### config.mk
export PLATFORM = sky130hd
export DESIGN_NAME = run_length_byte_encoder
export DESIGN_NICKNAME = d
export VERILOG_FILES = /design/src/rleb_pkg.sv /design/src/rleb_ram.sv /design/src/rleb_front.sv /design/src/rleb_cmdq.sv /design/src/rleb_back.sv /design/src/run_length_byte_encoder.sv
export SDC_FILE = /design/constraint.sdc
export NUM_CORES = 2
export LEC_CHECK = 0
export BUFFER_PORTS_ARGS = -buffer_cell sky130_fd_sc_hd__clkbuf_2
export CELL_PAD_IN_SITES_DETAIL_PLACEMENT = 0
export CELL_PAD_IN_SITES_GLOBAL_PLACEMENT = 2
export CORE_UTILIZATION = 55
export CTS_BUF_LIST = sky130_fd_sc_hd__clkbuf_4 sky130_fd_sc_hd__clkbuf_8
export CTS_CLUSTER_SIZE = 28
export DETAILED_ROUTE_END_ITERATION = 7
export PLACE_DENSITY = 0.83
export SKIP_CTS_REPAIR_TIMING = 1
export SYNTH_ARGS = -nofsm -noshare
export SYNTH_HDL_FRONTEND = slang
export SYNTH_HIERARCHICAL = 1
export SYNTH_SLANG_ARGS = --single-unit
### constraint.sdc
create_clock -name i_clk -period 13.2 [get_ports i_clk]
set_input_delay 1.98 -clock i_clk [delete_from_list [all_inputs] [get_ports i_clk]]
set_output_delay 1.98 -clock i_clk [all_outputs]
set_load 0.02 [all_outputs]
### src/rleb_pkg.sv
// ----------------------------------------------------------------------------
// rleb_pkg
// shared types and helpers of the run-length byte encoder
// ----------------------------------------------------------------------------
`default_nettype none

package rleb_pkg;

    localparam int BYTE_W = 8;
    localparam int LEN_W  = 8;   // run length, up to 128

    // one decided run, handed from the front to the back
    typedef struct packed {
        logic              rep;        // 1 replicate, 0 literal
        logic [LEN_W-1:0]  len;        // run length in bytes
        logic [BYTE_W-1:0] dat;        // repeated byte
        logic              step_last;  // last run caused by its input item
        logic              fin;        // input item closed the block
    } t_cmd;

    function automatic t_cmd mk_cmd(input logic rep, input logic [LEN_W-1:0] len,
                                    input logic [BYTE_W-1:0] dat,
                                    input logic step_last, input logic fin);
        t_cmd c;
        c.rep       = rep;
        c.len       = len;
        c.dat       = dat;
        c.step_last = step_last;
        c.fin       = fin;
        return c;
    endfunction

endpackage

`default_nettype wire

### src/rleb_ram.sv
// ----------------------------------------------------------------------------
// rleb_ram
// generic single write, single read ram with registered read data
// ----------------------------------------------------------------------------
`default_nettype none

module rleb_ram #(
    parameter int WIDTH = 8,
    parameter int DEPTH = 256
) (
    input  wire logic                     i_clk,
    input  wire logic                     i_we,
    input  wire logic [$clog2(DEPTH)-1:0] i_waddr,
    input  wire logic [WIDTH-1:0]         i_wdata,
    input  wire logic                     i_re,
    input  wire logic [$clog2(DEPTH)-1:0] i_raddr,
    output logic      [WIDTH-1:0]         o_rdata
);

    logic [WIDTH-1:0] r_mem [DEPTH];

    always_ff @(posedge i_clk) begin
        if (i_we) begin
            r_mem[i_waddr] <= i_wdata;
        end
        if (i_re) begin
            o_rdata <= r_mem[i_raddr];
        end
    end

endmodule

`default_nettype wire

### src/rleb_front.sv
// ----------------------------------------------------------------------------
// rleb_front
// takes input items, writes bytes to the ring, decides runs
// ----------------------------------------------------------------------------
`default_nettype none

module rleb_front import rleb_pkg::*; #(
    parameter int MAX_RUN      = 128,
    parameter int BUFFER_DEPTH = 256
) (
    input  wire logic                            i_clk,
    input  wire logic                            i_rst_n,
    input  wire logic                            i_in_valid,
    output logic                                 o_in_stall,
    input  wire logic [BYTE_W-1:0]               i_in_byte,
    input  wire logic                            i_in_last,
    input  wire logic                            i_q_room,
    input  wire logic [LEN_W-1:0]                i_freed,
    output logic [1:0]                           o_push_n,
    output t_cmd                                 o_c0,
    output t_cmd                                 o_c1,
    output logic                                 o_we,
    output logic [$clog2(BUFFER_DEPTH)-1:0]      o_waddr
);

    localparam int CW = $clog2(MAX_RUN + 1);
    localparam int AW = $clog2(BUFFER_DEPTH);
    localparam int UW = $clog2(BUFFER_DEPTH + 1);

    logic [CW-1:0]     r_cnt, n_cnt;
    logic              r_rep, n_rep;
    logic [BYTE_W-1:0] r_head, n_head;
    logic [BYTE_W-1:0] r_prev, n_prev;
    logic [AW-1:0]     r_wr;
    logic [UW-1:0]     r_used;
    logic              accept;
    logic              fin;
    logic              same_h;
    logic              same_p;
    logic [LEN_W-1:0]  cl;

    assign o_in_stall = !i_q_room || (r_used == UW'(BUFFER_DEPTH));
    assign accept     = i_in_valid && !o_in_stall;
    assign o_we       = accept;
    assign o_waddr    = r_wr;
    assign fin        = i_in_last;
    assign same_h     = (i_in_byte == r_head);
    assign same_p     = (i_in_byte == r_prev);
    assign cl         = LEN_W'(r_cnt);

    always_comb begin
        n_cnt    = r_cnt;
        n_rep    = r_rep;
        n_head   = r_head;
        n_prev   = r_prev;
        o_c0     = '0;
        o_c1     = '0;
        o_push_n = 2'd0;
        if (accept) begin
            n_prev = i_in_byte;
            priority if (r_cnt == '0) begin
                if (fin) begin
                    o_c0 = mk_cmd(1'b0, LEN_W'(1), i_in_byte, 1'b1, fin);
                    o_push_n = 2'd1;
                end else begin
                    n_cnt  = CW'(1);
                    n_head = i_in_byte;
                end
            end else if (r_cnt == CW'(1)) begin
                if (fin) begin
                    o_c0 = mk_cmd(same_h, LEN_W'(2), r_head, 1'b1, fin);
                    o_push_n = 2'd1;
                end else begin
                    n_cnt = CW'(2);
                    n_rep = same_h;
                end
            end else if (r_cnt == CW'(MAX_RUN)) begin
                // full run closes whatever the new byte is; a last byte instead takes the run's final byte into a pair
                if (fin) begin
                    o_c0 = mk_cmd(r_rep, LEN_W'(MAX_RUN - 1), r_head, 1'b0, fin);
                    o_c1 = mk_cmd(r_rep ? same_h : same_p, LEN_W'(2),
                                  r_rep ? r_head : r_prev, 1'b1, fin);
                    o_push_n = 2'd2;
                end else begin
                    o_c0 = mk_cmd(r_rep, LEN_W'(MAX_RUN), r_head, 1'b1, fin);
                    o_push_n = 2'd1;
                    n_cnt  = CW'(1);
                    n_head = i_in_byte;
                end
            end else if (r_rep) begin
                if (same_h) begin
                    n_cnt = r_cnt + CW'(1);
                    if (fin) begin
                        o_c0 = mk_cmd(1'b1, cl + LEN_W'(1), r_head, 1'b1, fin);
                        o_push_n = 2'd1;
                    end
                end else if (!fin) begin
                    o_c0 = mk_cmd(1'b1, cl, r_head, 1'b1, fin);
                    o_push_n = 2'd1;
                    n_cnt  = CW'(1);
                    n_head = i_in_byte;
                end else if (r_cnt == CW'(2)) begin
                    // pair plus a lone last byte becomes one literal of three
                    o_c0 = mk_cmd(1'b0, LEN_W'(3), r_head, 1'b1, fin);
                    o_push_n = 2'd1;
                end else begin
                    o_c0 = mk_cmd(1'b1, cl - LEN_W'(1), r_head, 1'b0, fin);
                    o_c1 = mk_cmd(1'b0, LEN_W'(2), r_head, 1'b1, fin);
                    o_push_n = 2'd2;
                end
            end else begin
                if (!same_p) begin
                    n_cnt = r_cnt + CW'(1);
                    if (fin) begin
                        o_c0 = mk_cmd(1'b0, cl + LEN_W'(1), r_head, 1'b1, fin);
                        o_push_n = 2'd1;
                    end
                end else if (r_cnt == CW'(2)) begin
                    if (fin) begin
                        o_c0 = mk_cmd(1'b0, LEN_W'(3), r_head, 1'b1, fin);
                    end else begin
                        o_c0 = mk_cmd(1'b0, LEN_W'(2), r_head, 1'b1, fin);
                        n_cnt  = CW'(1);
                        n_head = i_in_byte;
                    end
                    o_push_n = 2'd1;
                end else begin
                    // literal gives up its final byte to the equal pair
                    if (fin) begin
                        o_c0 = mk_cmd(1'b0, cl - LEN_W'(1), r_head, 1'b0, fin);
                        o_c1 = mk_cmd(1'b1, LEN_W'(2), r_prev, 1'b1, fin);
                        o_push_n = 2'd2;
                    end else begin
                        o_c0 = mk_cmd(1'b0, cl - LEN_W'(1), r_head, 1'b1, fin);
                        o_push_n = 2'd1;
                        n_cnt  = CW'(2);
                        n_rep  = 1'b1;
                        n_head = r_prev;
                    end
                end
            end
            if (fin) begin
                n_cnt = '0;
            end
        end
    end

    always_ff @(posedge i_clk) begin
        if (!i_rst_n) begin
            r_cnt  <= '0;
            r_rep  <= 1'b0;
            r_head <= '0;
            r_prev <= '0;
            r_wr   <= '0;
            r_used <= '0;
        end else begin
            r_cnt  <= n_cnt;
            r_rep  <= n_rep;
            r_head <= n_head;
            r_prev <= n_prev;
            r_used <= r_used + UW'(accept) - UW'(i_freed);
            if (accept) begin
                r_wr <= (r_wr == AW'(BUFFER_DEPTH - 1)) ? '0 : r_wr + AW'(1);
            end
        end
    end

    a_fin_empties: assert property (@(posedge i_clk) disable iff (!i_rst_n)
        accept && fin |=> r_cnt == '0)
        else $error("pending run not cleared after last byte");

    a_used_bound: assert property (@(posedge i_clk) disable iff (!i_rst_n)
        r_used <= UW'(BUFFER_DEPTH))
        else $error("ring occupancy overflow");

endmodule

`default_nettype wire

### src/rleb_cmdq.sv
// ----------------------------------------------------------------------------
// rleb_cmdq
// four entry run queue, up to two pushes and one pop per cycle
// ----------------------------------------------------------------------------
`default_nettype none

module rleb_cmdq import rleb_pkg::*; (
    input  wire logic       i_clk,
    input  wire logic       i_rst_n,
    input  wire logic [1:0] i_push_n,
    input  t_cmd            i_c0,
    input  t_cmd            i_c1,
    output logic            o_room,
    input  wire logic       i_pop,
    output logic            o_nonempty,
    output t_cmd            o_head
);

    t_cmd       r_q [4];
    logic [1:0] r_wp;
    logic [1:0] r_rp;
    logic [2:0] r_cnt;

    assign o_room     = (r_cnt <= 3'd2);
    assign o_nonempty = (r_cnt != 3'd0);
    assign o_head     = r_q[r_rp];

    always_ff @(posedge i_clk) begin
        if (i_push_n != 2'd0) begin
            r_q[r_wp] <= i_c0;
        end
        if (i_push_n == 2'd2) begin
            r_q[r_wp + 2'd1] <= i_c1;
        end
    end

    always_ff @(posedge i_clk) begin
        if (!i_rst_n) begin
            r_wp  <= '0;
            r_rp  <= '0;
            r_cnt <= '0;
        end else begin
            r_wp  <= r_wp + i_push_n;
            r_rp  <= r_rp + 2'(i_pop);
            r_cnt <= r_cnt + 3'(i_push_n) - 3'(i_pop);
        end
    end

    a_no_overflow: assert property (@(posedge i_clk) disable iff (!i_rst_n)
        (3'(i_push_n) + r_cnt) <= 3'd4 + 3'(i_pop))
        else $error("run queue overflow");

endmodule

`default_nettype wire

### src/rleb_back.sv
// ----------------------------------------------------------------------------
// rleb_back
// turns runs into header and data bytes and packs them up to eight to a result
// ----------------------------------------------------------------------------
`default_nettype none

module rleb_back import rleb_pkg::*; #(
    parameter int BUFFER_DEPTH = 256
) (
    input  wire logic                        i_clk,
    input  wire logic                        i_rst_n,
    input  wire logic                        i_q_nonempty,
    input  t_cmd                             i_q_head,
    output logic                             o_q_pop,
    output logic                             o_re,
    output logic [$clog2(BUFFER_DEPTH)-1:0]  o_raddr,
    input  wire logic [BYTE_W-1:0]           i_rdata,
    output logic [LEN_W-1:0]                 o_freed,
    output logic                             o_out_valid,
    input  wire logic                        i_out_stall,
    output logic [63:0]                      o_out_bytes,
    output logic [3:0]                       o_out_count,
    output logic                             o_burst_last,
    output logic                             o_stream_end
);

    localparam int AW = $clog2(BUFFER_DEPTH);

    localparam logic [1:0] S_IDLE = 2'd0;
    localparam logic [1:0] S_HDR  = 2'd1;
    localparam logic [1:0] S_LIT  = 2'd2;
    localparam logic [1:0] S_REP  = 2'd3;

    logic [1:0]        r_st;
    t_cmd              r_cmd;
    logic [LEN_W-1:0]  r_rem;
    logic [AW-1:0]     r_rd;
    logic [63:0]       r_acc;
    logic [2:0]        r_acnt;
    logic [63:0]       r_obytes;
    logic [3:0]        r_ocnt;
    logic              r_olast;
    logic              r_oend;
    logic              r_ovalid;

    logic              emit;
    logic [BYTE_W-1:0] ebyte;
    logic              elast;
    logic              flush;
    logic              fire;
    logic [63:0]       acc_new;
    logic [AW-1:0]     rd_inc;
    logic [AW:0]       rd_sum;
    logic [AW-1:0]     rd_skip;

    assign rd_inc  = (r_rd == AW'(BUFFER_DEPTH - 1)) ? '0 : r_rd + AW'(1);
    assign rd_sum  = (AW+1)'(r_rd) + (AW+1)'(r_cmd.len);
    assign rd_skip = (rd_sum >= (AW+1)'(BUFFER_DEPTH))
                   ? AW'(rd_sum - (AW+1)'(BUFFER_DEPTH)) : AW'(rd_sum);

    always_comb begin
        emit  = 1'b0;
        ebyte = '0;
        elast = 1'b0;
        unique case (r_st)
            S_IDLE: emit = 1'b0;
            S_HDR: begin
                emit  = 1'b1;
                ebyte = r_cmd.rep ? BYTE_W'(9'd257 - 9'(r_cmd.len))
                                  : BYTE_W'(r_cmd.len - LEN_W'(1));
            end
            S_LIT: begin
                emit  = 1'b1;
                ebyte = i_rdata;
                elast = r_cmd.step_last && (r_rem == LEN_W'(1));
            end
            S_REP: begin
                emit  = 1'b1;
                ebyte = r_cmd.dat;
                elast = r_cmd.step_last;
            end
            default: emit = 1'b0;
        endcase
    end

    assign flush   = emit && ((r_acnt == 3'd7) || elast);
    assign fire    = emit && (!flush || !r_ovalid || !i_out_stall);
    assign o_q_pop = (r_st == S_IDLE) && i_q_nonempty;

    always_comb begin
        acc_new = r_acc;
        acc_new[r_acnt*8 +: 8] = ebyte;
    end

    always_comb begin
        o_re    = 1'b0;
        o_raddr = r_rd;
        o_freed = '0;
        if (fire) begin
            if ((r_st == S_HDR) && !r_cmd.rep) begin
                o_re = 1'b1;
            end
            if (r_st == S_LIT) begin
                o_freed = LEN_W'(1);
                o_raddr = rd_inc;
                o_re    = (r_rem != LEN_W'(1));
            end
            if (r_st == S_REP) begin
                o_freed = r_cmd.len;
            end
        end
    end

    always_ff @(posedge i_clk) begin
        if (o_q_pop) begin
            r_cmd <= i_q_head;
        end
        if (fire && (r_st == S_HDR)) begin
            r_rem <= r_cmd.len;
        end else if (fire && (r_st == S_LIT)) begin
            r_rem <= r_rem - LEN_W'(1);
        end
        if (fire && flush) begin
            r_obytes <= acc_new;
            r_ocnt   <= 4'(r_acnt) + 4'd1;
            r_olast  <= elast;
            r_oend   <= elast && r_cmd.fin;
        end
    end

    always_ff @(posedge i_clk) begin
        if (!i_rst_n) begin
            r_st     <= S_IDLE;
            r_rd     <= '0;
            r_acc    <= '0;
            r_acnt   <= '0;
            r_ovalid <= 1'b0;
        end else begin
            if (fire && flush) begin
                r_ovalid <= 1'b1;
            end else if (!i_out_stall) begin
                r_ovalid <= 1'b0;
            end
            if (fire) begin
                if (flush) begin
                    r_acc  <= '0;
                    r_acnt <= '0;
                end else begin
                    r_acc  <= acc_new;
                    r_acnt <= r_acnt + 3'd1;
                end
            end
            unique case (r_st)
                S_IDLE: if (o_q_pop) r_st <= S_HDR;
                S_HDR: if (fire) r_st <= r_cmd.rep ? S_REP : S_LIT;
                S_LIT: if (fire) begin
                    r_rd <= rd_inc;
                    if (r_rem == LEN_W'(1)) r_st <= S_IDLE;
                end
                S_REP: if (fire) begin
                    r_rd <= rd_skip;
                    r_st <= S_IDLE;
                end
                default: r_st <= S_IDLE;
            endcase
        end
    end

    assign o_out_valid  = r_ovalid;
    assign o_out_bytes  = r_obytes;
    assign o_out_count  = r_ocnt;
    assign o_burst_last = r_olast;
    assign o_stream_end = r_oend;

    a_count_nonzero: assert property (@(posedge i_clk) disable iff (!i_rst_n)
        r_ovalid |-> (r_ocnt != 4'd0) && (r_ocnt <= 4'd8))
        else $error("result with bad lane count");

    a_lit_remaining: assert property (@(posedge i_clk) disable iff (!i_rst_n)
        (r_st == S_LIT) |-> (r_rem != '0))
        else $error("literal state with nothing left");

endmodule

`default_nettype wire

### src/run_length_byte_encoder.sv
// a decided run passes through the run queue and the back end's header state into the output register
// throughput: one input item per cycle while the ring and run queue have room
// back end emits one encoded byte per cycle unless held by output stall, with an idle state between runs
// literal bytes come out of the ring ram, one read per cycle unless held by output stall
// reset: synchronous active low, clears run state, pointers, queue and output
// ----------------------------------------------------------------------------
// run_length_byte_encoder
// literal / replicate run-length encoder, results packed up to eight bytes
// ----------------------------------------------------------------------------
`default_nettype none

module run_length_byte_encoder import rleb_pkg::*; #(
    parameter int MAX_RUN      = 128,
    parameter int BUFFER_DEPTH = 256
) (
    input  wire logic        i_clk,
    input  wire logic        i_rst_n,
    input  wire logic        i_in_valid,
    output logic             o_in_stall,
    input  wire logic [7:0]  i_in_byte,
    input  wire logic        i_in_last,
    output logic             o_out_valid,
    input  wire logic        i_out_stall,
    output logic [63:0]      o_out_bytes,
    output logic [3:0]       o_out_count,
    output logic             o_burst_last,
    output logic             o_stream_end
);

    localparam int AW = $clog2(BUFFER_DEPTH);

    // front to queue
    logic [1:0]        push_n;
    t_cmd              c0;
    t_cmd              c1;
    logic              q_room;
    // queue to back
    logic              q_nonempty;
    logic              q_pop;
    t_cmd              q_head;
    // ring ram ports
    logic              we;
    logic [AW-1:0]     waddr;
    logic              re;
    logic [AW-1:0]     raddr;
    logic [BYTE_W-1:0] rdata;
    // bytes given back to the ring by the back end
    logic [LEN_W-1:0]  freed;

    // front: every byte goes to the ring, runs are decided here
    rleb_front #(
        .MAX_RUN      (MAX_RUN),
        .BUFFER_DEPTH (BUFFER_DEPTH)
    ) u_front (
        .i_clk      (i_clk),
        .i_rst_n    (i_rst_n),
        .i_in_valid (i_in_valid),
        .o_in_stall (o_in_stall),
        .i_in_byte  (i_in_byte),
        .i_in_last  (i_in_last),
        .i_q_room   (q_room),
        .i_freed    (freed),
        .o_push_n   (push_n),
        .o_c0       (c0),
        .o_c1       (c1),
        .o_we       (we),
        .o_waddr    (waddr)
    );

    // decided runs wait here so each side can stall on its own
    rleb_cmdq u_cmdq (
        .i_clk      (i_clk),
        .i_rst_n    (i_rst_n),
        .i_push_n   (push_n),
        .i_c0       (c0),
        .i_c1       (c1),
        .o_room     (q_room),
        .i_pop      (q_pop),
        .o_nonempty (q_nonempty),
        .o_head     (q_head)
    );

    // ring of raw bytes, literal runs read back from here
    rleb_ram #(
        .WIDTH (BYTE_W),
        .DEPTH (BUFFER_DEPTH)
    ) u_ring (
        .i_clk   (i_clk),
        .i_we    (we),
        .i_waddr (waddr),
        .i_wdata (i_in_byte),
        .i_re    (re),
        .i_raddr (raddr),
        .o_rdata (rdata)
    );

    // back: header and data bytes, packing and output register
    rleb_back #(
        .BUFFER_DEPTH (BUFFER_DEPTH)
    ) u_back (
        .i_clk        (i_clk),
        .i_rst_n      (i_rst_n),
        .i_q_nonempty (q_nonempty),
        .i_q_head     (q_head),
        .o_q_pop      (q_pop),
        .o_re         (re),
        .o_raddr      (raddr),
        .i_rdata      (rdata),
        .o_freed      (freed),
        .o_out_valid  (o_out_valid),
        .i_out_stall  (i_out_stall),
        .o_out_bytes  (o_out_bytes),
        .o_out_count  (o_out_count),
        .o_burst_last (o_burst_last),
        .o_stream_end (o_stream_end)
    );

endmodule

`default_nettype wire
== After elaboration in Yosys (flattened, before gate mapping) ==
Memory sizes are Yosys's and may differ from the RTL's. A register that Yosys moved wholly into a read port is not among the register bits.
Cells that the tools add are included.

* $add $sub $neg: 19
* $lt $le $gt $ge: 2
* Equal/unequal tests: 26
* Shift-type cells: 2
* Mux-type cells: 105
* Bitwise operators: 1
* Reductions and logical operators: 32

{| class="wikitable"
|+ Operators by type and width
! kind !! number
|-
| $mux 19 || 22
|-
| $mux 8 || 29
|-
| $bwmux 64 || 1
|-
| $mux 64 || 1
|-
| $shift 8x34->64 const A || 1
|-
| $shiftx 8x34->64 || 1
|-
| $mux 18 || 3
|-
| $mux 2 || 18
|-
| $neg 6->34 || 1
|-
| $sub 8x1->8 const B || 4
|-
| $add 8x1->8 const B || 3
|-
| $eq 8x8->1 const B || 3
|-
| $pmux 8 s3 || 1
|-
| $mux 1 || 22
|-
| $mux 11 || 2
|-
| $eq 8x1->1 const B || 2
|-
| $eq 8x8->1 || 2
|-
| $pmux 8 s2 || 1
|-
| $ne 2x1->1 const B || 7
|-
| $mux 12 || 1
|-
| $logic_and 1x1->1 || 10
|-
| $reduce_and 5->1 || 2
|-
| $add 8x8->9 || 1
|-
| $add 9x1->9 || 1
|-
| 34 further kinds || 48
|}

* Bits in registers: 205
* Bits in writable memories: 2,124
* Output and inout bits: 72
* Memories kept: 2

{| class="wikitable"
|+ Memories
! name !! words !! bits a word !! rd ports !! clocked after Yosys merged registers in !! wr ports !! line !! text
|-
| u_ring.r_mem || 256 || 8 || 1 || 1 || 1 || rleb_ram.sv:20 || <nowiki>logic [WIDTH-1:0] r_mem [DEPTH];</nowiki>
|-
| u_cmdq.r_q || 4 || 19 || 1 || 1 || 2 || rleb_cmdq.sv:19 || <nowiki>t_cmd r_q [4];</nowiki>
|}

== Longest topological paths before layout ==
* Depth after elaboration: 12
* Mapped depth: 19
* Gate-level depth less buffers: 17

== Cells and area by module ==
Netlist, hierarchy kept.

{| class="wikitable"
|+ Modules (own cells, without submodules)
! module !! instances !! cells each !! area an instance (um2)
|-
| rleb_ram || 1 || 3,733 || 79,636.4
|-
| rleb_back || 1 || 792 || 8,135.3
|-
| rleb_cmdq || 1 || 226 || 4,180.3
|-
| rleb_front || 1 || 508 || 3,822.4
|}

== Least setup slack after synthesis ==
No wires, ideal clock.

* Path kind: input to register
* From: in i_out_stall
* To: reg u_back.r_olast (netlist: u_back/o_burst_last), enable pin
* Arrival: 5,886 ps
* Required time: 12,702 ps
* Setup slack: 6,815 ps
* Stages on the path: 6
* Buffers on the path: 2
* Cells stage by stage: and3_1 a311o_1 a31o_1 buf_4 buf_2 nor2_1

* Cells in the longest elaborated chain, start to end: 4

{| class="wikitable"
|+ Ends and longest elaborated chain
! what !! line !! text
|-
| start, declared || run_length_byte_encoder.sv:23 || <nowiki>input wire logic i_out_stall,</nowiki>
|-
| $logic_not 1->1 || rleb_back.sv:87 || <nowiki>assign fire = emit && (!flush || !r_ovalid || !i_out_stall);</nowiki>
|-
| $logic_or 1x1->1 || rleb_back.sv:87 ||
|-
| $logic_and 1x1->1 || rleb_back.sv:87 ||
|-
| $logic_and 1x1->1 || rleb_back.sv:123 || <nowiki>if (fire && flush) begin</nowiki>
|-
| end signal, assigned || rleb_back.sv:126 || <nowiki>r_olast <= elast;</nowiki>
|-
| end, declared || rleb_back.sv:42 || <nowiki>logic r_olast;</nowiki>
|}

Every way passes these cells.
A chain may end at the register's enable or synchronous reset.

== Final worst setup path ==
* From: in i_out_stall
* To: reg u_ring.o_rdata[2] (read register of u_ring.r_mem) (data pin)

* Cells in the longest elaborated chain, start to end: 4
* Elaborated cells between the ends (all ways): 5
* Classes of those cells: 2 x mux; 3 x reduce/logical

{| class="wikitable"
|+ Ends and longest elaborated chain
! what !! line !! text
|-
| $logic_not 1->1 || rleb_back.sv:87 ||
|-
| $logic_or 1x1->1 || rleb_back.sv:87 ||
|-
| $logic_and 1x1->1 || rleb_back.sv:87 ||
|-
| $mux 8 || rleb_back.sv:99 || <nowiki>if (fire) begin</nowiki>
|-
| net raddr[0] || run_length_byte_encoder.sv:45 || <nowiki>logic [AW-1:0] raddr;</nowiki>
|-
| end, declared || rleb_ram.sv:17 || <nowiki>output logic [WIDTH-1:0] o_rdata</nowiki>
|}

The timed path passes the listed nets, and every way through them passes these cells.

==> impl_metrics.toml <==
[outcome]
status = "finished with violations"
failed_checks = "max-capacitance violations"

[min_path]
hold-path-cell-count = 1
worstHoldStart = "u_back/r_acc[34]"
hold-path-endpoint = "u_back/r_acc[34]"
hold_path.class = "flop to flop"

[global_routing]
grt_antenna_before_repair = 8
grt_first_pass_wirelength_um = 348000
grt_max_degree = 209
grt_util_overall_pct = 27.4
leftover_overflow_at_the_end_of_global_routing = 0
grt_pass1_vias = 50675

[power_and_ir_drop]
clockPowerShare_pct = 30.7
power_mw = 19.7
power_leakage_nw = 33.0
seq_power_share_pct = 43.2
netSwitchingFraction_pct = 29.9
power.switching_mw = 5.90
cellInternalPower_mw = 13.8
vdd_ir_drop_max_v = 0.000201
p_per_area_nw_per_um2 = 187
pwr-share-comb_pct = 26.1

[detailed_routing]
firstDrtPassIters = 5
dr_total_vias = 51889
drc_errors = 0
ant_nets = 0
drt_first_iter_violations = 6070
drt-vias-per-instance = 6.41
totalWireLength_um = 240000
wl_per_cell_um = 29.7

[sta]
clock_skew_ns = 0.0717
fmax_mhz = 147
final_min_period_over_clock_period_pct = 51.4
timing.final.max_slew_violations = 0
worstMarginPinSlew_ns = 1.46
layout_min_cycle_time_ns = 6.78
setup_viol = 0
rsz0062_at_grt = "no"
tns_ns = 0
max_slew_margin_pct = 2.07
timing_hold_violations_final = 0

[setup_path]
r2r_slack_ns = 6.43
startpoint_type = "input port"
crit_path_cell_trace = "clkbuf_2, and2_1, a311oi_2, buf_4, nand2_1, mux2i_4, buf_4, buf_12, mux4_2, a22oi_1, a21oi_1, nor4_1, nor4_2"
required_ns = 13.93
path_common_cell = "buf_4"
cp.arrival_ns = 7.52
reg2reg_depth = 14
largest_incremental_delay_on_the_critical_path_ns = 1.23
reg2reg_to = "u_ring/o_rdata[2]"
timing.critical_path.buf_inv = 4
critPathMaxFanout = 97
rr_startpoint = "u_back/r_acnt[0]"
worstSetupPathType = "input port to flop"
endpoint_class_of_the_critical_path = "flop"
slowest_stage = "nor4_1"
cell_family_with_the_largest_share_of_critical_path_delay = "simple AND/OR/NAND/NOR gates"

[final_layout]
post_route_cells_drive_above_1_share_pct = 24.2
finish.utilization_pct = 61.3
syn_to_final_growth_pct = 10.3
finalNonFillerCells = 8099
layout.nets = 5565
final_cell_area_um2 = 106000

[synthesis]
postSynth.topFlopCell = "edfxtp_1"
synth.lib_cells_used.distinct = 108
async_flop_share_pct = 0
ys_seq_elements = 2356
synth_seq_area_share_pct = 72.5
synthesis.area_um2 = 95800
yosys_warnings = 6
post_synth_inst_count = 5259
postSynthAreaPerCell_um2 = 18.2
edff_count_synth = 2229

[cts]
path_clk_slew_ns = 0.06
clkSinkCount = 2356
clockRootBuffer = "clkbuf_8"
insertion_delay_to_the_later_sink_of_the_worst_skew_pair_ns = 1.06
clk_path_buf_depth = 4
cts_inserted_buffers = 382
clock_tree_from_tritoncts = "done"
clock_tree.htree_level_count = 5

[die]
number_of_ports_placed_on_the_die_boundary = 85
placementRows = 152
start_util_pct = 55.6
dieWidth_um = 419
design.die.area_um2 = 176000
core_region_area_um2 = 172000
die_height_um = 419

[place]
globalplace.congestion = 0.836
place.detailed.hpwl_um = 145000
io_buffers = 84
placedCellCount = 7432
placed_cell_area_um2 = 98400

[job]
drv_cap = 1
[cell usage after synthesis (all sizes together), types with 22 or more instances]
master     n  area share, %
a211oi    26           0.20
a21oi    150           0.78
a22o      31           0.28
a22oi    151            1.2
and2      35           0.23
buf      175            1.5
clkbuf   165           0.65
dfxtp    127            2.7
edfxtp  2229             70
ha        43           0.56
inv       45           0.18
mux2      88            1.1
mux2i    157            1.6
mux4     475             11
nand2    221           0.87
nand2b    22           0.14
nand3     69           0.37
nand4     27           0.18
nor2     360            1.4
nor2b     77           0.50
nor3      57           0.32
nor4      36           0.30
o21ai    132           0.69
o221ai    47           0.44
o22ai     30           0.20
xnor2     27           0.25
xor2      22           0.20
[cell families (layout without fill, tap and decap cells)]
kind of cell             count (synthesis)  after routing  synth area share, %
AO/OA/AOI/OAI                          732            732                 5.33
XOR/XNOR                                51             51                0.495
adder cells (fa/ha/maj)                 46             46                0.624
buffers and inverters                  386            906                 2.28
flip-flops                            2356           2356                 72.5
multiplexers                           720            720                 13.9
other                                    1             11              0.00392
AND/OR/NAND/NOR                        967            967                 4.83
[stage by stage]
stage / hold WS (ns) / setup WS (ns)
finish: 0.452 / 6.42
floorplan: 0.426 / 6.82
global route: 0.482 / 6.07
global placement: 0.440 / 4.94
CTS: 0.458 / 6.41
detailed placement: 0.445 / 5.37
[power groups by stage]
stage,Combinational [mW],Sequential [mW],Clock [mW]
CTS,5.17,8.51,6.16
finish,5.15,8.52,6.06
floorplan,3.87,8.58,0
global route,5.47,8.53,6.47
detailed placement,5.15,8.67,0
global placement,5.12,8.67,0
[routing by layer]
metal / GRT usage [%] / vias to the layer above / routed length, um
met3: 4.97 / 387 / 21600
met2: 42.1 / 2557 / 112000
met4: 7.01 / 4 / 5390
met5: 0 / - / 27
met1: 40.8 / 27059 / 101000
li1: - / 21882 / -
[layout make-up]
cell class,count,area (um^2)
inverter,46,173
fill,12516,66700
clock inverter,172,1050
clock buffer,491,6170
sequential,2356,69500
multi-input combinational,2523,24400
timing repair buffer,197,1490
antenna,4,10.0
tap,2310,2890
[placed cells by master, fill, tap and decap left out, types with 68 or more instances in the layout]
master	count
a21oi_1	150
a22oi_1	151
buf_4	103
clkbuf_2	75
clkbuf_4	94
clkbuf_8	398
clkinv_1	92
dfxtp_1	127
edfxtp_1	2229
mux2_2	76
mux2i_1	156
mux4_2	473
nand2_1	220
nand3_1	68
nor2_1	354
nor2b_1	74
o21ai_0	127
[state kept, by name, indices dropped and copies added, names as in the netlist, 9 cells and up]
signal,count
u_back/o_out_bytes,64
u_cmdq/r_q,76
u_back/r_cmd,19
u_front/r_used,9
u_back/r_acc,64
u_ring/r_mem,2048
[how the worst max path moves through the flow]
stage | endpoint | depth (start not counted) | start
after floorplan | u_back/o_burst_last | 6 | i_out_stall
after global placement | u_ring/o_rdata[6] | 14 | i_out_stall
after detailed placement | u_ring/o_rdata[2] | 13 | i_out_stall
after CTS | u_ring/o_rdata[2] | 14 | u_back/r_acnt[0]
after global routing | u_ring/o_rdata[2] | 14 | u_back/r_acnt[0]
final | u_ring/o_rdata[2] | 13 | i_out_stall
(Power assumes the default switching activity.)
